==> config.mk <==
export PLATFORM = sky130hd
export DESIGN_NAME = bmpd_parse
export DESIGN_NICKNAME = d
export VERILOG_FILES = /design/src/sv/bmp_stream_pixel_decoder_core_defines.svh /design/src/sv/bmpd_pkg.sv /design/src/sv/bmpd_parse.sv
export SDC_FILE = /design/constraint.sdc
export NUM_CORES = 1
export LEC_CHECK = 0
export ABC_AREA = 1
export BUFFER_PORTS_ARGS = -buffer_cell sky130_fd_sc_hd__buf_2
export CORE_MARGIN = 8
export CORE_UTILIZATION = 40
export DETAILED_ROUTE_END_ITERATION = 16
export HOLD_SLACK_MARGIN = 0.05
export SETUP_SLACK_MARGIN = 0.15
export SLEW_MARGIN = 20
export SYNTH_ARGS = -nofsm -noshare
export SYNTH_HDL_FRONTEND = slang
export SYNTH_SLANG_ARGS = --single-unit
==> constraint.sdc <==
create_clock -name clock -period 4.1 [get_ports clock]
set_clock_uncertainty 0.15 [all_clocks]
set_input_delay 0.41 -clock clock [delete_from_list [all_inputs] [get_ports clock]]
set_output_delay 0.41 -clock clock [all_outputs]
set_load 0.02 [all_outputs]
==> src/sv/bmp_stream_pixel_decoder_core_defines.svh <==
// Assertion macros shared by the BMP decoder RTL
`ifndef BMP_STREAM_PIXEL_DECODER_CORE_DEFINES_SVH
`define BMP_STREAM_PIXEL_DECODER_CORE_DEFINES_SVH

// consequence must hold at every edge out of reset where the antecedent holds
`define BMPD_ASSERT_IMPLY(lbl, ante, cons, msg) \
   lbl: assert property (@(posedge clock) disable iff (reset) (ante) |-> (cons)) else $error(msg);

// consequence must hold in the cycle after the antecedent
`define BMPD_ASSERT_NEXT(lbl, ante, cons, msg) \
   lbl: assert property (@(posedge clock) disable iff (reset) (ante) |=> (cons)) else $error(msg);

`endif

==> src/sv/bmpd_pkg.sv <==
// Types and constants of the BMP stream pixel decoder
package bmpd_pkg;

   // result kinds
   localparam logic [1:0] KIND_PIXEL = 2'd0;
   localparam logic [1:0] KIND_DONE  = 2'd1;
   localparam logic [1:0] KIND_ERROR = 2'd2;

   // error codes
   localparam logic [2:0] ERR_NONE      = 3'd0;
   localparam logic [2:0] ERR_SHORT_HDR = 3'd1;
   localparam logic [2:0] ERR_SIGNATURE = 3'd2;
   localparam logic [2:0] ERR_COMPRESS  = 3'd3;
   localparam logic [2:0] ERR_DEPTH     = 3'd4;
   localparam logic [2:0] ERR_TOO_LARGE = 3'd5;
   localparam logic [2:0] ERR_OVERLAP   = 3'd6;
   localparam logic [2:0] ERR_TRUNCATED = 3'd7;

   // depth codes
   localparam logic [1:0] DEPTH_1  = 2'd0;
   localparam logic [1:0] DEPTH_4  = 2'd1;
   localparam logic [1:0] DEPTH_8  = 2'd2;
   localparam logic [1:0] DEPTH_24 = 2'd3;

   // header layout
   localparam logic [31:0] HDR_LEN      = 32'd54;
   localparam logic [31:0] POS_SIG      = 32'd1;
   localparam logic [31:0] POS_OFFSET   = 32'd13;
   localparam logic [31:0] POS_WIDTH    = 32'd21;
   localparam logic [31:0] POS_HEIGHT   = 32'd25;
   localparam logic [31:0] POS_DEPTH    = 32'd29;
   localparam logic [31:0] POS_COMPRESS = 32'd33;
   localparam logic [15:0] SIG_BM       = 16'h4D42;

   // configuration register indexes
   localparam logic CSR_ORIGIN_X = 1'b0;
   localparam logic CSR_ORIGIN_Y = 1'b1;

   localparam int COORD_W = 13;

   // work produced by one accepted byte
   typedef struct packed {
      logic                 wr_en;
      logic [7:0]           wr_addr;
      logic [23:0]          wr_data;
      logic [3:0]           npix;
      logic                 direct;
      logic [23:0]          rgb;
      logic [7:0]           pix_byte;
      logic [1:0]           depth;
      logic [COORD_W-1:0]   x0;
      logic [COORD_W-1:0]   y;
      logic                 tail_en;
      logic [1:0]           tail_kind;
      logic [2:0]           tail_code;
   } job_type;

   // one result waiting on the palette read
   typedef struct packed {
      logic                 is_pix;
      logic [1:0]           kind;
      logic [2:0]           code;
      logic [COORD_W-1:0]   x;
      logic [COORD_W-1:0]   y;
      logic                 direct;
      logic [23:0]          rgb;
      logic                 in_range;
      logic                 last;
   } slot_type;

endpackage

==> src/sv/bmpd_parse.sv <==
// Byte parser: header, color table, skip and pixel data state of the decoder
module bmpd_parse
   import bmpd_pkg::*;
#(
   parameter int MAX_WIDTH       = 4096,
   parameter int MAX_HEIGHT      = 4096,
   parameter int PALETTE_ENTRIES = 256
) (
   input  logic          clock,
   input  logic          reset,
   input  logic          fire,
   input  logic [7:0]    file_byte,
   input  logic          end_of_file,
   input  logic [11:0]   origin_x,
   input  logic [11:0]   origin_y,
   output job_type       job,
   output logic          job_push
);

   localparam int WW  = $clog2(MAX_WIDTH + 1);
   localparam int HW  = $clog2(MAX_HEIGHT + 1);
   localparam int RBW = $clog2(3 * MAX_WIDTH + 5);
   localparam int PW  = $clog2(24 * MAX_WIDTH + 32) + 1;
   localparam int CW  = WW + 4;

   typedef enum logic [2:0] {
      PH_HEADER, PH_TABLE, PH_SKIP, PH_DATA, PH_DONE, PH_ERROR
   } phase_type;

   phase_type        phase_ff, phase_in;
   logic [31:0]      pos_ff, pos_in;
   logic [31:0]      hs_ff, hs_in;
   logic [31:0]      ds_ff, ds_in;
   logic [WW-1:0]    width_ff, width_in;
   logic [HW-1:0]    height_ff, height_in;
   logic             bu_ff, bu_in;
   logic [1:0]       depth_ff, depth_in;
   logic [HW-1:0]    row_ff, row_in;
   logic [WW-1:0]    col_ff, col_in;
   logic [RBW-1:0]   rbc_ff, rbc_in;
   logic [15:0]      pt_ff, pt_in;
   logic [1:0]       sub_ff, sub_in;
   logic             err_ff, err_in;
   logic             size_bad_ff, size_bad_in;
   logic             depth_bad_ff, depth_bad_in;
   logic [7:0]       pal_b_ff, pal_b_in;
   logic [7:0]       pal_g_ff, pal_g_in;
   logic [RBW-1:0]   row_bytes_ff, row_bytes_in;

   logic [31:0]      sh;
   logic [31:0]      mag;
   logic [31:0]      pal_off;
   logic [31:0]      tbl_len;
   logic [PW-1:0]    bits_w;
   logic [PW-1:0]    rb_wide;
   logic [HW-1:0]    line;
   logic [CW-1:0]    avail;
   logic [3:0]       ppb;
   logic [3:0]       npix;
   logic [RBW-1:0]   rbc_next;

   // row length in bytes, padded to 4
   always_comb begin
      case (depth_ff)
         DEPTH_1: bits_w = PW'(width_ff);
         DEPTH_4: bits_w = PW'(width_ff) << 2;
         DEPTH_8: bits_w = PW'(width_ff) << 3;
         default: bits_w = (PW'(width_ff) << 4) + (PW'(width_ff) << 3);
      endcase
      rb_wide      = ((bits_w + PW'(31)) >> 5) << 2;
      row_bytes_in = RBW'(rb_wide);
   end

   // color table length for the current depth
   always_comb begin
      case (depth_ff)
         DEPTH_1: tbl_len = 32'd8;
         DEPTH_4: tbl_len = 32'd64;
         DEPTH_8: tbl_len = 32'd1024;
         default: tbl_len = 32'd0;
      endcase
   end

   // pixels carried by one data byte
   always_comb begin
      case (depth_ff)
         DEPTH_1: ppb = 4'd8;
         DEPTH_4: ppb = 4'd2;
         default: ppb = 4'd1;
      endcase
   end

   assign sh      = {file_byte, hs_ff[31:8]};
   assign mag     = sh[31] ? (32'd0 - sh) : sh;
   assign pal_off = pos_ff - HDR_LEN;
   assign avail   = CW'(width_ff - col_ff);
   assign line    = bu_ff ? (height_ff - HW'(1) - row_ff) : row_ff;

   // next state and the job for this byte
   always_comb begin
      phase_in     = phase_ff;
      pos_in       = pos_ff;
      hs_in        = hs_ff;
      ds_in        = ds_ff;
      width_in     = width_ff;
      height_in    = height_ff;
      bu_in        = bu_ff;
      depth_in     = depth_ff;
      row_in       = row_ff;
      col_in       = col_ff;
      rbc_in       = rbc_ff;
      pt_in        = pt_ff;
      sub_in       = sub_ff;
      err_in       = err_ff;
      size_bad_in  = size_bad_ff;
      depth_bad_in = depth_bad_ff;
      pal_b_in     = pal_b_ff;
      pal_g_in     = pal_g_ff;
      npix         = 4'd0;
      rbc_next     = rbc_ff + RBW'(1);

      job          = '0;
      job.pix_byte = file_byte;
      job.depth    = depth_ff;
      job.x0       = COORD_W'(origin_x) + COORD_W'(col_ff);
      job.y        = COORD_W'(origin_y) + COORD_W'(line);

      unique case (phase_ff)
         PH_HEADER: begin
            hs_in = sh;
            if (pos_ff == POS_SIG) begin
               if (sh[31:16] != SIG_BM) begin
                  job.tail_en   = 1'b1;
                  job.tail_kind = KIND_ERROR;
                  job.tail_code = ERR_SIGNATURE;
                  phase_in      = PH_ERROR;
                  err_in        = 1'b1;
               end
            end else if (pos_ff == POS_OFFSET) begin
               ds_in = sh;
            end else if (pos_ff == POS_WIDTH) begin
               if (sh > 32'(MAX_WIDTH)) size_bad_in = 1'b1;
               else width_in = WW'(sh);
            end else if (pos_ff == POS_HEIGHT) begin
               bu_in = !sh[31] && (sh != 32'd0);
               if (mag > 32'(MAX_HEIGHT)) size_bad_in = 1'b1;
               else height_in = HW'(mag);
            end else if (pos_ff == POS_DEPTH) begin
               case (sh[31:16])
                  16'd1:   depth_in = DEPTH_1;
                  16'd4:   depth_in = DEPTH_4;
                  16'd8:   depth_in = DEPTH_8;
                  16'd24:  depth_in = DEPTH_24;
                  default: depth_bad_in = 1'b1;
               endcase
            end else if (pos_ff == POS_COMPRESS) begin
               job.tail_kind = KIND_ERROR;
               if (sh != 32'd0) begin
                  job.tail_en   = 1'b1;
                  job.tail_code = ERR_COMPRESS;
               end else if (depth_bad_ff) begin
                  job.tail_en   = 1'b1;
                  job.tail_code = ERR_DEPTH;
               end else if (size_bad_ff) begin
                  job.tail_en   = 1'b1;
                  job.tail_code = ERR_TOO_LARGE;
               end else if (ds_ff < HDR_LEN + tbl_len) begin
                  job.tail_en   = 1'b1;
                  job.tail_code = ERR_OVERLAP;
               end
               if (job.tail_en) begin
                  phase_in = PH_ERROR;
                  err_in   = 1'b1;
               end
            end
            pos_in = pos_ff + 32'd1;
            if (phase_in == PH_HEADER && pos_in >= HDR_LEN) phase_in = PH_TABLE;
         end
         PH_TABLE: begin
            // BGRx entries: collect blue and green, write the entry on red
            if (pal_off[31:2] < 30'(PALETTE_ENTRIES)) begin
               case (pal_off[1:0])
                  2'd0: pal_b_in = file_byte;
                  2'd1: pal_g_in = file_byte;
                  2'd2: begin
                     job.wr_en   = 1'b1;
                     job.wr_addr = pal_off[9:2];
                     job.wr_data = {file_byte, pal_g_ff, pal_b_ff};
                  end
                  default: ;
               endcase
            end
            pos_in = pos_ff + 32'd1;
         end
         PH_SKIP: begin
            pos_in = pos_ff + 32'd1;
         end
         PH_DATA: begin
            if (col_ff < width_ff) begin
               if (depth_ff == DEPTH_24) begin
                  case (sub_ff)
                     2'd0: begin
                        pt_in  = {8'h00, file_byte};
                        sub_in = 2'd1;
                     end
                     2'd1: begin
                        pt_in  = {file_byte, pt_ff[7:0]};
                        sub_in = 2'd2;
                     end
                     default: begin
                        npix       = 4'd1;
                        job.direct = 1'b1;
                        job.rgb    = {file_byte, pt_ff};
                        sub_in     = 2'd0;
                     end
                  endcase
               end else begin
                  npix = (avail < CW'(ppb)) ? 4'(avail) : ppb;
               end
            end
            job.npix = npix;
            col_in   = col_ff + WW'(npix);
            // row end drops the padding and advances the line
            if (rbc_next >= row_bytes_ff) begin
               rbc_in = '0;
               col_in = '0;
               sub_in = 2'd0;
               row_in = row_ff + HW'(1);
               if (row_in >= height_ff) begin
                  job.tail_en   = 1'b1;
                  job.tail_kind = KIND_DONE;
                  job.tail_code = ERR_NONE;
                  phase_in      = PH_DONE;
               end
            end else begin
               rbc_in = rbc_next;
            end
         end
         default: ;
      endcase

      // phase steps that follow the byte count
      if (phase_in == PH_TABLE && pos_in >= HDR_LEN + tbl_len) phase_in = PH_SKIP;
      if (phase_in == PH_SKIP && pos_in >= ds_ff) begin
         phase_in = PH_DATA;
         if (width_ff == '0 || height_ff == '0) begin
            job.tail_en   = 1'b1;
            job.tail_kind = KIND_DONE;
            job.tail_code = ERR_NONE;
            phase_in      = PH_DONE;
         end
      end

      // end of file: flag an unfinished image, then start over
      if (end_of_file) begin
         if (phase_in != PH_DONE && phase_in != PH_ERROR && !err_in) begin
            job.tail_en   = 1'b1;
            job.tail_kind = KIND_ERROR;
            job.tail_code = (phase_in == PH_HEADER) ? ERR_SHORT_HDR : ERR_TRUNCATED;
         end
         phase_in     = PH_HEADER;
         pos_in       = '0;
         hs_in        = '0;
         ds_in        = '0;
         width_in     = '0;
         height_in    = '0;
         bu_in        = 1'b0;
         depth_in     = DEPTH_1;
         row_in       = '0;
         col_in       = '0;
         rbc_in       = '0;
         pt_in        = '0;
         sub_in       = 2'd0;
         err_in       = 1'b0;
         size_bad_in  = 1'b0;
         depth_bad_in = 1'b0;
      end
   end

   assign job_push = fire && (job.npix != 4'd0 || job.tail_en || job.wr_en);

   // parser state
   always_ff @(posedge clock) begin
      row_bytes_ff <= row_bytes_in;
      if (reset) begin
         phase_ff     <= PH_HEADER;
         pos_ff       <= '0;
         hs_ff        <= '0;
         ds_ff        <= '0;
         width_ff     <= '0;
         height_ff    <= '0;
         bu_ff        <= 1'b0;
         depth_ff     <= DEPTH_1;
         row_ff       <= '0;
         col_ff       <= '0;
         rbc_ff       <= '0;
         pt_ff        <= '0;
         sub_ff       <= 2'd0;
         err_ff       <= 1'b0;
         size_bad_ff  <= 1'b0;
         depth_bad_ff <= 1'b0;
      end else if (fire) begin
         phase_ff     <= phase_in;
         pos_ff       <= pos_in;
         hs_ff        <= hs_in;
         ds_ff        <= ds_in;
         width_ff     <= width_in;
         height_ff    <= height_in;
         bu_ff        <= bu_in;
         depth_ff     <= depth_in;
         row_ff       <= row_in;
         col_ff       <= col_in;
         rbc_ff       <= rbc_in;
         pt_ff        <= pt_in;
         sub_ff       <= sub_in;
         err_ff       <= err_in;
         size_bad_ff  <= size_bad_in;
         depth_bad_ff <= depth_bad_in;
         pal_b_ff     <= pal_b_in;
         pal_g_ff     <= pal_g_in;
      end
   end

endmodule

# --- Word-level counts from Yosys, hierarchy flattened ---
# Cells that the tools add are included.
op_classes:
  add_sub_neg: 14
  n_reduce_logical: 56
  n_lt_le_gt_ge: 11
  eq_ne: 33
  bitwise_logic: 1
  n_mux: 145
op_table:
  columns: ["op", "count"]
  rows:
  - ["$mux 32", 9]
  - ["$mux 13", 20]
  - ["$mux 33", 3]
  - ["$eq 32x5->1 const B", 3]
  - ["$mux 6", 13]
  - ["$mux 25", 3]
  - ["$ge 32x32->1", 2]
  - ["$gt 32x13->1 const B", 2]
  - ["$mux 16", 4]
  - ["$mux 3", 21]
  - ["$pmux 17 s3", 1]
  - ["$mux 1", 44]
  - ["$mux 14", 3]
  - ["$pmux 11 s3", 1]
  - ["$add 32x1->32 const B", 1]
  - ["$add 6x32->32 const A", 1]
  - ["$eq 32x1->1 const B", 1]
  - ["$eq 32x4->1 const B", 1]
  - ["$eq 32x6->1 const B", 1]
  - ["$ge 32x6->1 const B", 1]
  - ["$lt 32x32->1", 1]
  - ["$pmux 16 s2", 1]
  - ["$reduce_bool 32->1", 1]
  - ["$sub 1x32->32 const A", 1]
  - ["57 further kinds", 121]
word_totals:
  elab_cells: 280
  register_bits: 217

# --- Logic depth before layout (Yosys ltp) ---
depth:
  depth_word: 41
  depth_mapped: 29
  mapped_depth_nobuf: 29

# --- Worst setup path before layout ---
# No wires, ideal clock.
synth_path:
  path_kind: "register to register"
  startpoint: "register width_ff[0]"
  endpoint: "register col_ff[12]"
  arrival_ns: 4.009
  n_path_buf: 0
  setup_slack_ns: -0.187
  stages_incl_launch_ff: 26
  setup_ns: 0.128
  path_cell_list: "dfxtp_1 -> inv_1 -> ha_1 -> inv_1 -> fa_1 -> ha_1 -> nand2_1 -> nand2_1 -> o21ai_0 -> nor3b_1 -> nand3_1 -> nor2_1 -> nand4_1 -> nand2_1 -> o21ai_0 -> a21oi_1 -> ha_1 -> inv_1 -> fa_1 -> o21ai_0 -> nand4_1 -> nor2_1 -> nand2_1 -> nor4_1 -> xor2_1 -> nor2_1"
synth_via:
  elab_chain_cells: 10
  word_cells_on_any_way: 11
synth_rtl:
  columns: ["item", "line_no", "rtl"]
  rows:
  - ["start: declaration", "bmpd_parse.sv:34", "logic [WW-1:0] width_ff, width_in;"]
  - ["start signal: assignment", "bmpd_parse.sv:307", "width_ff <= width_in;"]
  - ["$sub 13x13->14", "bmpd_parse.sv:96", "assign avail = CW'(width_ff - col_ff);"]
  - ["$lt 17x4->1", "bmpd_parse.sv:218", "npix = (avail < CW'(ppb)) ? 4'(avail) : ppb;"]
  - ["$mux 4", "bmpd_parse.sv:218", null]
  - ["$mux 4", "bmpd_parse.sv:200", "if (depth_ff == DEPTH_24) begin"]
  - ["$mux 4 *", "bmpd_parse.sv:199", "if (col_ff < width_ff) begin"]
  - ["$mux 4 *", "bmpd_parse.sv:128", "unique case (phase_ff)"]
  - ["$add 13x4->13 *", "bmpd_parse.sv:222", "col_in = col_ff + WW'(npix);"]
  - ["$mux 13 *", "bmpd_parse.sv:224", "if (rbc_next >= row_bytes_ff) begin"]
  - ["$mux 13 *", "bmpd_parse.sv:128", null]
  - ["$mux 13 *", "bmpd_parse.sv:255", "if (end_of_file) begin"]
  - ["end signal: assignment", "bmpd_parse.sv:312", "col_ff <= col_in;"]
  - ["end: declaration", "bmpd_parse.sv:39", "logic [WW-1:0] col_ff, col_in;"]
# Mark *: on every way between the ends. The rest lies on a longest branch, timed or not. The select of a mux whose other input is x is not followed.
# A chain may end at the register's enable or synchronous reset.

# --- Worst setup path after layout ---
layout_path:
  startpoint: "register rbc_ff[0]"
  endpoint: "output port job_push"
layout_via:
  elab_chain_cells: 18
  word_cells_on_any_way: 23
layout_rtl:
  columns: ["item", "line_no", "rtl"]
  rows:
  - ["start: declaration", "bmpd_parse.sv:40", "logic [RBW-1:0] rbc_ff, rbc_in;"]
  - ["start signal: assignment", "bmpd_parse.sv:313", "rbc_ff <= rbc_in;"]
  - ["$add 14x1->14 *", "bmpd_parse.sv:120", "rbc_next = rbc_ff + RBW'(1);"]
  - ["$ge 14x14->1 *", "bmpd_parse.sv:224", null]
  - ["$mux 3", "bmpd_parse.sv:224", null]
  - ["$pmux 3 s2", "bmpd_parse.sv:128", null]
  - ["$eq 3x1->1", "bmpd_parse.sv:243", "if (phase_in == PH_TABLE && pos_in >= HDR_LEN + tbl_len) phase_in = PH_SKIP;"]
  - ["$logic_and 1x1->1", "bmpd_parse.sv:243", null]
  - ["$mux 3", "bmpd_parse.sv:243", null]
  - ["$eq 3x2->1", "bmpd_parse.sv:244", "if (phase_in == PH_SKIP && pos_in >= ds_ff) begin"]
  - ["$logic_and 1x1->1", "bmpd_parse.sv:244", null]
  - ["$mux 3", "bmpd_parse.sv:244", null]
  - ["$ne 3x3->1", "bmpd_parse.sv:256", "if (phase_in != PH_DONE && phase_in != PH_ERROR && !err_in) begin"]
  - ["$logic_and 1x1->1 (2 in series)", "bmpd_parse.sv:256", null]
  - ["$mux 6", "bmpd_parse.sv:256", null]
  - ["$mux 6 *", "bmpd_parse.sv:255", null]
  - ["$logic_or 1x1->1 * (2 in series)", "bmpd_parse.sv:280", "assign job_push = fire && (job.npix != 4'd0 || job.tail_en || job.wr_en);"]
  - ["$logic_and 1x1->1 *", "bmpd_parse.sv:280", null]
  - ["end: declaration", "bmpd_parse.sv:17", "output logic job_push"]
# Mark *: on every way between the ends. The rest lies on a longest branch, timed or not.

==> reports/results.tsv <==
stage	metric	value	unit
worst_setup_path	worstSetupStartpointType	register	
drt	firstDrtPassIters	6	
die	die-area	52200	um2
pwr	powerDensity	255	nW/um2
worst_setup_path	r2r-end	col_ff[12]	
worst_setup_path	path_delay_family	simple AND/OR/NAND/NOR gates	
drt	vias_per_cell	5.28	
worst_hold_path	hold_class	in -> reg	
clocking	cts_tree	yes	
place	pre_cts_ws	-0.381	ns
worst_setup_path	crit_type	reg -> out	
clocking	cts_root_buf	clkbuf_16	
cells_and_area	regArea	4390	um2
timing	slew_viol_final	0	
place	place.gp.congestion	0.963	
logic_synthesis	syn_area	18100	um2
die	initial_utilization	40.2	%
cells_and_area	fin_area	24100	um2
drt	drt_iter0_markers	1620	
worst_setup_path	cp_max_fo	5	
logic_synthesis	synth_top_family_by_area	simple AND/OR/NAND/NOR gates	
grt	grt_pass1_wl	107	mm
clocking	htree_levels	1	
cells_and_area	multiInputGateArea	13000	um2
worst_setup_path	critPathMaxStageDelay	0.36	ns
logic_synthesis	synth_common_cells	631 x nand2_1, 375 x inv_1, 358 x nor2_1	
worst_hold_path	hp-start	file_byte[6]	
place	dpl.hpwl	52.9	mm
timing	fin_crit_sh	111	%
cells_and_area	layout.nets	3423	
place	dp.cells	3710	
pwr	total_power	6.15	mW
timing	finalSetupViolCount	50	
worst_setup_path	cp_slowest_cell	dfxtp_4	
worst_setup_path	reg2reg_from	width_ff[0]	
logic_synthesis	yosys_most_used_dff	dfxtp_1	
logic_synthesis	avgSynthCellArea	6.34	um2
logic_synthesis	synth_most_common_cell	nand2_1	
grt	antenna_found_initial	2	
logic_synthesis	ys_types	63	
clocking	cts_sinks	209	
cells_and_area	insertedDiodeCount	0	
pwr	irDropWorstVdd	0.274	mV
logic_synthesis	synthCells	2849	
logic_synthesis	synth_edf_count	16	
die	die_width	229	um
timing	fmax	0.221	GHz
worst_setup_path	cp_num_buf_inv	5	
logic_synthesis	synth_fa_ha_area_share	10.7	%
timing	fin_hold_ws	0.0769	ns
logic_synthesis	synth_seq_cells	209	
logic_synthesis	synth_area_leaders	dfxtp_1 21%, nand2_1 13%, ha_1 10%, inv_1 7.8%, nor2_1 7.4%	
clocking	ctsLongestPathBuffers	3	
worst_setup_path	worstPathCellList	and3_4, nand4_1, nor2_2, nand2_2, nor2_4, nand3_2, xnor2_2, ha_1, buf_4, a211oi_2, nand4_1, buf_6, buf_6, nand3_2, nand2_2, nand3_4, nand2_4, nand2_8, nand3_4, o211ai_4, nand3_2, nand2_1, inv_1, buf_6	
drt	ant_nets	0	
logic_synthesis	synth-simple-area-share	32.6	%
timing	worst_pin_slew	0.991	ns
cells_and_area	layout.cells.non_filler	3852	
cells_and_area	area_growth	33.4	%
worst_setup_path	reg2regPathDepth	26	
worst_hold_path	hold_depth	2	
logic_synthesis	synthesis.nets	3036	
cells_and_area	fin_util	53.6	%
clocking	path_clk_slew	0.06	ns
logic_synthesis	synth_mux_area_share	0	%
grt	track_usage	25.1	%
timing	rsz0062_at_grt	true	
worst_setup_path	worst-r2r-setup-slack	-0.23	ns
die	num_io_pins	141	
worst_setup_path	arrival	3.97	ns
clocking	cts_buffers	25	
logic_synthesis	yosys.area.top_type_share	21.4	%
timing	setup_ws	-0.434	ns
job	drv_cap	0	
timing	setup_tns	-9.50	ns
logic_synthesis	synthArstFlopShare	0	%
clocking	clkLatencyLatePin	0.57	ns
timing	hold_viol	0	
drt	wirelength	69.3	mm
timing	min_period	4.53	ns
drt	wl_per_cell	18.0	um
logic_synthesis	synth_xor_area_share	5.87	%
grt	overflow	0	
worst_setup_path	crit_path_end_kind	output port	
logic_synthesis	ys_warn_count	0	
place	placed_area	20900	um2
die	core	45000	um2
cells_and_area	n_fill_cell	4406	
pwr	leakage	11.4	nW
logic_synthesis	synth_compound_area_share	15.9	%
place	port_buffers	140	
timing	slew_headroom	33.9	%
drt	drc	0	
outcome	status	finished, violations left	
outcome	violations	negative setup slack	
logic_synthesis	synth_top_cell_by_area	dfxtp_1	
logic_synthesis	seq_area_frac_synth	24.0	%
worst_setup_path	crit_required	3.54	ns
cells_and_area	drive_gt1_share	24.7	%
worst_hold_path	hold_end	pal_b_ff[6]	
die	dieHeight	229	um
drt	vias	20333	
grt	grt_max_degree	89	
die	num_rows	78	
grt	grt_pass1_vias	19835	
flip-flops by register name (all words and copies together), names as in the netlist, 13 cells and up:
register	flops
ds_ff	32
pos_ff	32
hs_ff	24
pt_ff	16
rbc_ff	14
col_ff	13
height_ff	13
row_ff	13
width_ff	13
how the worst max path moves through the flow:
stage | startpoint | end | cells past startpoint
after global placement | pos_ff[1] | job[98] | 18
after global routing | rbc_ff[0] | job_push | 25
after detailed placement | col_ff[1] | col_ff[12] | 23
final | rbc_ff[0] | job_push | 24
after floorplan | width_ff[0] | col_ff[12] | 25
after CTS | row_ff[1] | job[18] | 26
area by class of cell:
type	count	area share (%)
Tap cell	600	3.12
Clock inverter	7	0.472
Timing Repair Buffer	472	15.4
Inverter	384	6.01
Sequential cell	209	18.2
Multi-Input combinational cell	2144	53.9
Clock buffer	36	2.89
kinds of logic after synthesis:
family / count (synthesis)
buffers and inverters: 496
AND/OR/NAND/NOR: 1361
XOR/XNOR: 121
adder cells (fa/ha/maj): 151
AO/OA/AOI/OAI: 511
flip-flops: 209
worst reg2reg max path, stage by stage, from the launching register on:
cell and delay, ns:
dfxtp_2 0.33, inv_2 0.05, ha_4 0.15, inv_2 0.06
fa_1 0.43, ha_1 0.32, nand2_1 0.08, nand2_1 0.05
o21ai_1 0.12, nor3b_2 0.17, nand3_1 0.11, nor2_1 0.11
nand4_1 0.13, buf_4 0.17, nand2_4 0.06, o21ai_4 0.06
a21oi_2 0.13, ha_2 0.18, inv_2 0.05, fa_2 0.40
o21ai_2 0.19, nand4_1 0.13, nor2_1 0.10, nand2_1 0.09
nor4_2 0.20, xor2_1 0.17, nor2_1 0.05
report_power, final:
part,internal (mW),total [mW],switching [mW],leakage (nW)
Clock,1.36,2.28,0.919,0.398
Combinational,0.644,1.67,1.03,9.25
Sequential,2.13,2.20,0.0630,1.73
metal layers:
metal	vias to the layer above	routed length (um)	GRT usage, %
li1	10079	-	-
met5	-	27	0
met4	4	3820	12.7
met3	183	3780	3.28
met1	9414	29500	31.1
met2	653	32200	42.2
cells in the final DEF (no fill, tap or decap), types with 11 or more instances in the layout:
master	instances
nand3_2	16
inv_2	22
ha_4	12
nand2_2	29
a21oi_2	17
o21ai_1	21
o21bai_1	11
o21ai_0	106
nor2_4	42
a211oi_1	38
nor3_1	35
clkbuf_16	25
nor2_1	304
xor2_2	15
inv_1	357
nand4_1	52
xnor2_1	15
buf_2	89
nand3_1	170
dfxtp_1	170
a21oi_1	238
nor2_2	36
buf_6	68
xor2_1	88
nor3_2	16
nand2_1	608
ha_1	132
edfxtp_1	16
buf_4	301
dfxtp_2	17
repair_timing:
item	in CTS	in global routing
gates resized for setup	278	150
gates cloned	3	0
pin swaps	63	89
endpoints found under the hold margin	12	0
hold buffers	6	0
endpoints found under the setup margin	62	91
setup buffers	55	35
Note: power is estimated with default switching activity, not from simulation.
